==> src/hdl/uvsv_pkg.sv <==
// Types and constants shared by the UV sphere vertex generator modules.
package uvsv_pkg;

    localparam int CNT_W      = 11;
    localparam int VNUM_W     = 21;
    localparam int COORD_W    = 16;
    localparam int CFG_IDX_W  = 8;
    localparam int PHASE_W    = 32;

    // Long division: 44 numerator bits, four quotient bits per stage.
    localparam int DIV_NUM_W          = 44;
    localparam int DIV_BITS_PER_STAGE = 4;
    localparam int DIV_LAT            = DIV_NUM_W / DIV_BITS_PER_STAGE;

    // CORDIC: Q30 datapath with guard bits, one iteration per stage.
    localparam int CORDIC_STEPS = 24;
    localparam int CORDIC_W     = 34;
    localparam int TRIG_W       = 32;
    localparam int CORDIC_LAT   = CORDIC_STEPS + 2;

    localparam logic signed [CORDIC_W-1:0] CORDIC_GAIN = 34'sd652032874;

    localparam logic [29:0] ATAN_TURNS [CORDIC_STEPS] = '{
        30'd536870912, 30'd316933406, 30'd167458907, 30'd85004756, 30'd42667331,
        30'd21354465,  30'd10679838,  30'd5340245,   30'd2670163,  30'd1335087,
        30'd667544,    30'd333772,    30'd166886,    30'd83443,    30'd41722,
        30'd20861,     30'd10430,     30'd5215,      30'd2608,     30'd1304,
        30'd652,       30'd326,       30'd163,       30'd81
    };

    localparam logic [CFG_IDX_W-1:0] REG_STACK_COUNT  = 8'd0;
    localparam logic [CFG_IDX_W-1:0] REG_SECTOR_COUNT = 8'd1;

    localparam logic [CNT_W-1:0] STACK_COUNT_RST  = 11'd16;
    localparam logic [CNT_W-1:0] SECTOR_COUNT_RST = 11'd32;

    typedef enum logic [1:0] {
        QUAD_0 = 2'd0,
        QUAD_1 = 2'd1,
        QUAD_2 = 2'd2,
        QUAD_3 = 2'd3
    } t_quad;

    typedef struct packed {
        logic [CNT_W-1:0] stack_index;
        logic [CNT_W-1:0] sector_index;
    } t_vertex_req;

    typedef struct packed {
        logic signed [COORD_W-1:0] pos_x;
        logic signed [COORD_W-1:0] pos_y;
        logic signed [COORD_W-1:0] pos_z;
        logic [VNUM_W-1:0]         vertex_number;
    } t_vertex_res;

endpackage

==> src/hdl/uvsv_divider.sv <==
// Pipelined restoring divider producing four quotient bits per stage.
module uvsv_divider (
    input  logic                            i_clk,
    input  logic [uvsv_pkg::DIV_NUM_W-1:0]  i_num,
    input  logic [uvsv_pkg::CNT_W-1:0]      i_den,
    output logic [uvsv_pkg::DIV_NUM_W-1:0]  o_quo
);
    import uvsv_pkg::*;

    logic [CNT_W-1:0]     r_rem [DIV_LAT];
    logic [DIV_NUM_W-1:0] r_num [DIV_LAT];

    for (genvar g = 0; g < DIV_LAT; g++) begin : g_stage
        logic [CNT_W-1:0]     w_rem_in;
        logic [DIV_NUM_W-1:0] w_num_in;
        logic [CNT_W-1:0]     n_rem;
        logic [DIV_NUM_W-1:0] n_num;

        if (g == 0) begin : g_first
            assign w_rem_in = '0;
            assign w_num_in = i_num;
        end else begin : g_next
            assign w_rem_in = r_rem[g-1];
            assign w_num_in = r_num[g-1];
        end

        // Numerator bits leave at the top while quotient bits enter at the bottom.
        always_comb begin
            logic [CNT_W:0] v_trial;
            n_rem = w_rem_in;
            n_num = w_num_in;
            for (int b = 0; b < DIV_BITS_PER_STAGE; b++) begin
                v_trial = {n_rem, n_num[DIV_NUM_W-1]};
                n_num   = {n_num[DIV_NUM_W-2:0], 1'b0};
                if (v_trial >= {1'b0, i_den}) begin
                    v_trial  = v_trial - {1'b0, i_den};
                    n_num[0] = 1'b1;
                end
                n_rem = v_trial[CNT_W-1:0];
            end
        end

        always_ff @(posedge i_clk) begin
            r_rem[g] <= n_rem;
            r_num[g] <= n_num;
        end
    end

    assign o_quo = r_num[DIV_LAT-1];

endmodule

==> config.mk <==
export PLATFORM = sky130hd
export DESIGN_NAME = uvsv_divider
export DESIGN_NICKNAME = d
export VERILOG_FILES = /design/src/hdl/uvsv_pkg.sv /design/src/hdl/uvsv_divider.sv
export SDC_FILE = /design/constraint.sdc
export NUM_CORES = 2
export LEC_CHECK = 0
export ABC_AREA = 1
export BUFFER_PORTS_ARGS = -buffer_cell sky130_fd_sc_hd__buf_2
export CORE_ASPECT_RATIO = 0.9
export CORE_MARGIN = 2
export CORE_UTILIZATION = 58
export DETAILED_ROUTE_END_ITERATION = 10
export HOLD_SLACK_MARGIN = 0.05
export PLACE_DENSITY = 0.78
export SLEW_MARGIN = 5
export SYNTH_ARGS = -nofsm -noshare
export SYNTH_HDL_FRONTEND = slang
export SYNTH_SLANG_ARGS = --single-unit
==> constraint.sdc <==
create_clock -name i_clk -period 8.1 [get_ports i_clk]
set_input_delay 0.405 -clock i_clk [delete_from_list [all_inputs] [get_ports i_clk]]
set_output_delay 0.405 -clock i_clk [all_outputs]
set_load 0.02 [all_outputs]
# [Word level (Yosys, flattened, before mapping)]
# Memory sizes are Yosys's and may differ from the RTL's.
# Cells that the tools add are included.
[totals] out_inout_bits=44 ramBits=605 word_cells=178 ff_bits=0 mem_count=2
[memory_table] memory="r_num" depth=11 word_bits=44 rd=11 rd_clocked_by_memory_dff=0 wr=11 line="uvsv_divider.sv:11" text="logic [DIV_NUM_W-1:0] r_num [DIV_LAT];"
[memory_table] memory="r_rem" depth=11 word_bits=11 rd=10 rd_clocked_by_memory_dff=0 wr=11 line="uvsv_divider.sv:10" text="logic [CNT_W-1:0] r_rem [DIV_LAT];"
[op_classes] n_addsub=44 order_cmp=44 muxes=88
[op_table] operator="$ge 12x11->1" count=43
[op_table] operator="$mux 11" count=44
[op_table] operator="$sub 11x11->11" count=43
[op_table] operator="$mux 1" count=44
[op_table] operator="$ge 1x11->1" count=1
[op_table] operator="$sub 1x11->11" count=1

# [Depth between registers and ports, before layout]
# An unclocked memory read counts as a cell.
[logic_depth] depth_word=9 depth_mapped=56

# [Worst setup path before layout]
# Ideal clock, no wire load.
[synth_path] kind="input to register" from="in i_den[1] (netlist name)" to="mem r_rem[8][1]" t_required_ps=8042 arrival_ps=7676 slack_ps=366 cell_stages=50 cell_sequence="inv_1 -> ha_1 -> nand2_1 -> inv_1 -> nand2_1 -> nand3_1 -> nand2_1 -> nand3_2 -> or2_2 -> nand2_1 -> inv_1 -> ha_1 -> nand2_1 -> inv_1 -> nand3_1 -> nor2_1 -> nand2_1 -> nand3_1 -> [14 not listed] -> inv_1 -> nand3_2 -> buf_4 -> nand2_1 -> o21ai_0 -> inv_1 -> fa_1 -> o21ai_0 -> nand2_1 -> o211ai_1 -> a21oi_1 -> o21bai_1 -> nand2_1 -> nand3_1 -> nand3b_1 -> buf_2 -> nand2_1 -> nand2_1"
[synth_lines] element="start: declaration" line="uvsv_divider.sv:5" text="input logic [uvsv_pkg::CNT_W-1:0] i_den,"
[synth_lines] element="end: declaration" line="uvsv_divider.sv:10"

==> impl_metrics.tcl <==
set metrics [dict create \
    tns_ns 0 \
    reg2reg_depth 46 \
    syn_inst 5522 \
    cp.arrival_ns 8.06 \
    die_area_sq_um 71270 \
    worstPathRequired_ns 8.62 \
    utilization_pct 65.72 \
    drtAntennaViolNets 0 \
    syn_to_final_growth_pct 12.13 \
    cts-root-buf "clkbuf_16" \
    viasPerCell 5.367 \
    die_h_um 253.5 \
    num-nets-final 6384 \
    netlist.top_cell.by_area "dfxtp_1" \
    numCtsBuffers 58 \
    grt_pass1_vias 34510 \
    whs_endpoint "r_rem[0][1]" \
    core_region_area_sq_um 68430 \
    slew-limit-headroom_pct 48.32 \
    fmax_ghz 0.1326 \
    n_antenna_cell 0 \
    drc 0 \
    synth_sequential_area_ratio_pct 29.65 \
    drt_first_pass_iters 6 \
    track_usage_pct 29.54 \
    cp-end-kind "flop" \
    post-route-min-period_ns 7.543 \
    synth_common_cells "nand2_1 (1,595), inv_1 (661), dfxtp_1 (594), ha_1 (475), a21oi_1 (356)" \
    critPathKind "reg2reg" \
    clockBufferDepth 3 \
    status "finished clean" \
    ys_seq_elements 594 \
    nFillCells 5930 \
    slowest_stage "fa_1" \
    path_clk_slew_ns 0.07 \
    routed_wl_um 105900 \
    dp_hpwl_um 81430 \
    startpoint_type "flop" \
    finalSetupViolations 0 \
    syn_area_per_cell_sq_um 7.263 \
    reg2reg_setup_slack_ns 0.56 \
    cpPeakStageDelay_ns 0.43 \
    start_util_pct 58.61 \
    gp_congestion 0.9689 \
    ys_warn_count 0 \
    port-buffer-count 99 \
    hold_violations 0 \
    finalCritPeriodShare_pct 93.13 \
    crit_buf_inv 9 \
    yosysTopAreaCellShare_pct 29.65 \
    row_count 91 \
    h-tree-depth 2 \
    chipWidth_um 281.2 \
    finalClockSkew_ns 0.01602 \
    hp-class "in2reg" \
    grt_overflow 0 \
    startpoint "r_num[8][43]" \
    drive_above_1_share_pct 9.288 \
    grt_pass1_wl_um 171900 \
    num_vias 36430 \
    drt_iter0_drc 2778 \
    whs_path_depth 5 \
    async_reset_ff_share_pct 0 \
    yosys-top-cells-area "dfxtp_1 (30%), nand2_1 (15%), ha_1 (15%)" \
    r2r-end "r_rem[9][8]" \
    antenna_found_initial 0 \
    hold_start "i_num[41]" \
    cpMostUsedCell "nand2_1" \
    synth_edf_count 0 \
    worst_slew_pin_slew_ns 0.7724 \
    ios 100 \
    cts_tree "done" \
    syn_area_sq_um 40110 \
    synthDistinctLibCells 60 \
    synth_most_common_cell "nand2_1" \
    syn-num-nets 6095 \
    worstSkewPairLatency_ns 0.64 \
    clkSinkCount 594 \
    max-cap-violations 0 \
    crit_fanout 11 \
    slew_violations 0 \
    wl_per_cell_um 15.60 \
    crit_family "compound AO/OA/AOI/OAI gates" \
    grt_max_degree 27 \
    r2r-start "r_num[8][43]" \
    ys_dominant_reg_cell "dfxtp_1" \
]
## cells by family (layout without fill, tap and decap cells)
logic type                 after synthesis  in the layout  share of synthesized area (%)
buffers and inverters                  761           1096                          7.787
and+or+nand+nor                       2484           2484                          26.62
DFF                                    594            594                          29.65
adders and majority gates              517            517                          16.91
xor gates and xnor gates               328            328                          7.163
AOI/OAI and AO/OA                      838            838                          11.86
## worst max path at each step
stage	end	slack [ns]	cells after the start
after floorplan	r_rem[8][1]	0.37	50
after global placement	r_rem[7][2]	-0.19	42
after detailed placement	r_rem[7][5]	-0.17	42
after CTS	r_rem[7][5]	0.39	41
after global routing	r_rem[9][5]	-0.005	46
final	r_rem[9][8]	0.56	46
## metrics by stage
step	cells	area, sq um	setup WS [ns]	hold slack [ns]
after floorplan	5522	40110	0.3658	0.3096
after global placement	6634	42530	-0.1877	0.3097
final	6787	44970	0.5565	0.2871
after detailed placement	6634	42530	-0.1687	0.3121
after global routing	6787	44970	-0.004786	0.3150
after CTS	6781	44910	0.3934	0.2505
## worst min-delay path, stage by stage
cell and delay [ns]:
buf_2 0.11, nand2_1 0.05, o21ai_0 0.18, nand2_1 0.09, nand2_1 0.06
## cell type report
type,instances,area [sq um],share of cell area (%)
multi-input cells,4167,25110,55.84
flip-flops and latches,594,11890,26.44
inverters,697,2623,5.831
repair buffers,293,2220,4.935
clock buffers,70,1556,3.461
well taps,930,1164,2.587
clock inverters,36,406.6,0.9042
## what timing repair did
action,CTS,global route
setup endpoints to repair,0,56
hold buffers,41,0
setup buffers,0,6
hold endpoints to repair,41,0
resized for setup,0,13
## registers in the layout, summed over array words and instances (netlist names)
signal	cells
r_num	484
r_rem	110
## layer usage
metal  wire length, um  vias up  global-route usage, %
met5                 0        -                      0
met1             47810    16430                  39.39
met3              6783      231                  4.091
met2             47870     1152                  49.20
li1                  -    18610                      -
met4              3389        0                  9.702
## layout by cell type (no fill, tap or decap), types with 9 or more instances in the layout
| cell type | count |
|---|---|
| nand3_1 | 252 |
| o2111ai_1 | 16 |
| a21o_1 | 21 |
| nand2_2 | 13 |
| a21boi_0 | 11 |
| o21ai_2 | 16 |
| nor2_2 | 13 |
| a31oi_1 | 16 |
| buf_4 | 141 |
| nor3_1 | 33 |
| xor2_1 | 212 |
| o21bai_1 | 45 |
| ha_1 | 475 |
| nand3_2 | 36 |
| inv_2 | 41 |
| or2_2 | 22 |
| buf_12 | 13 |
| inv_1 | 651 |
| nand4_1 | 93 |
| o21a_1 | 16 |
| fa_1 | 42 |
| o21ai_1 | 72 |
| dlygate4sd3_1 | 41 |
| a21oi_2 | 14 |
| xnor2_1 | 116 |
| clkbuf_16 | 58 |
| o21ai_0 | 217 |
| o211ai_1 | 9 |
| a21oi_1 | 352 |
| dfxtp_1 | 594 |
| nand2_1 | 1595 |
| nor2_1 | 355 |
| buf_2 | 98 |
| nand3b_1 | 25 |
Power is left out: the tool's default activity adds up to more than one toggle a clock period on the data nets, which glitch-free logic cannot reach.
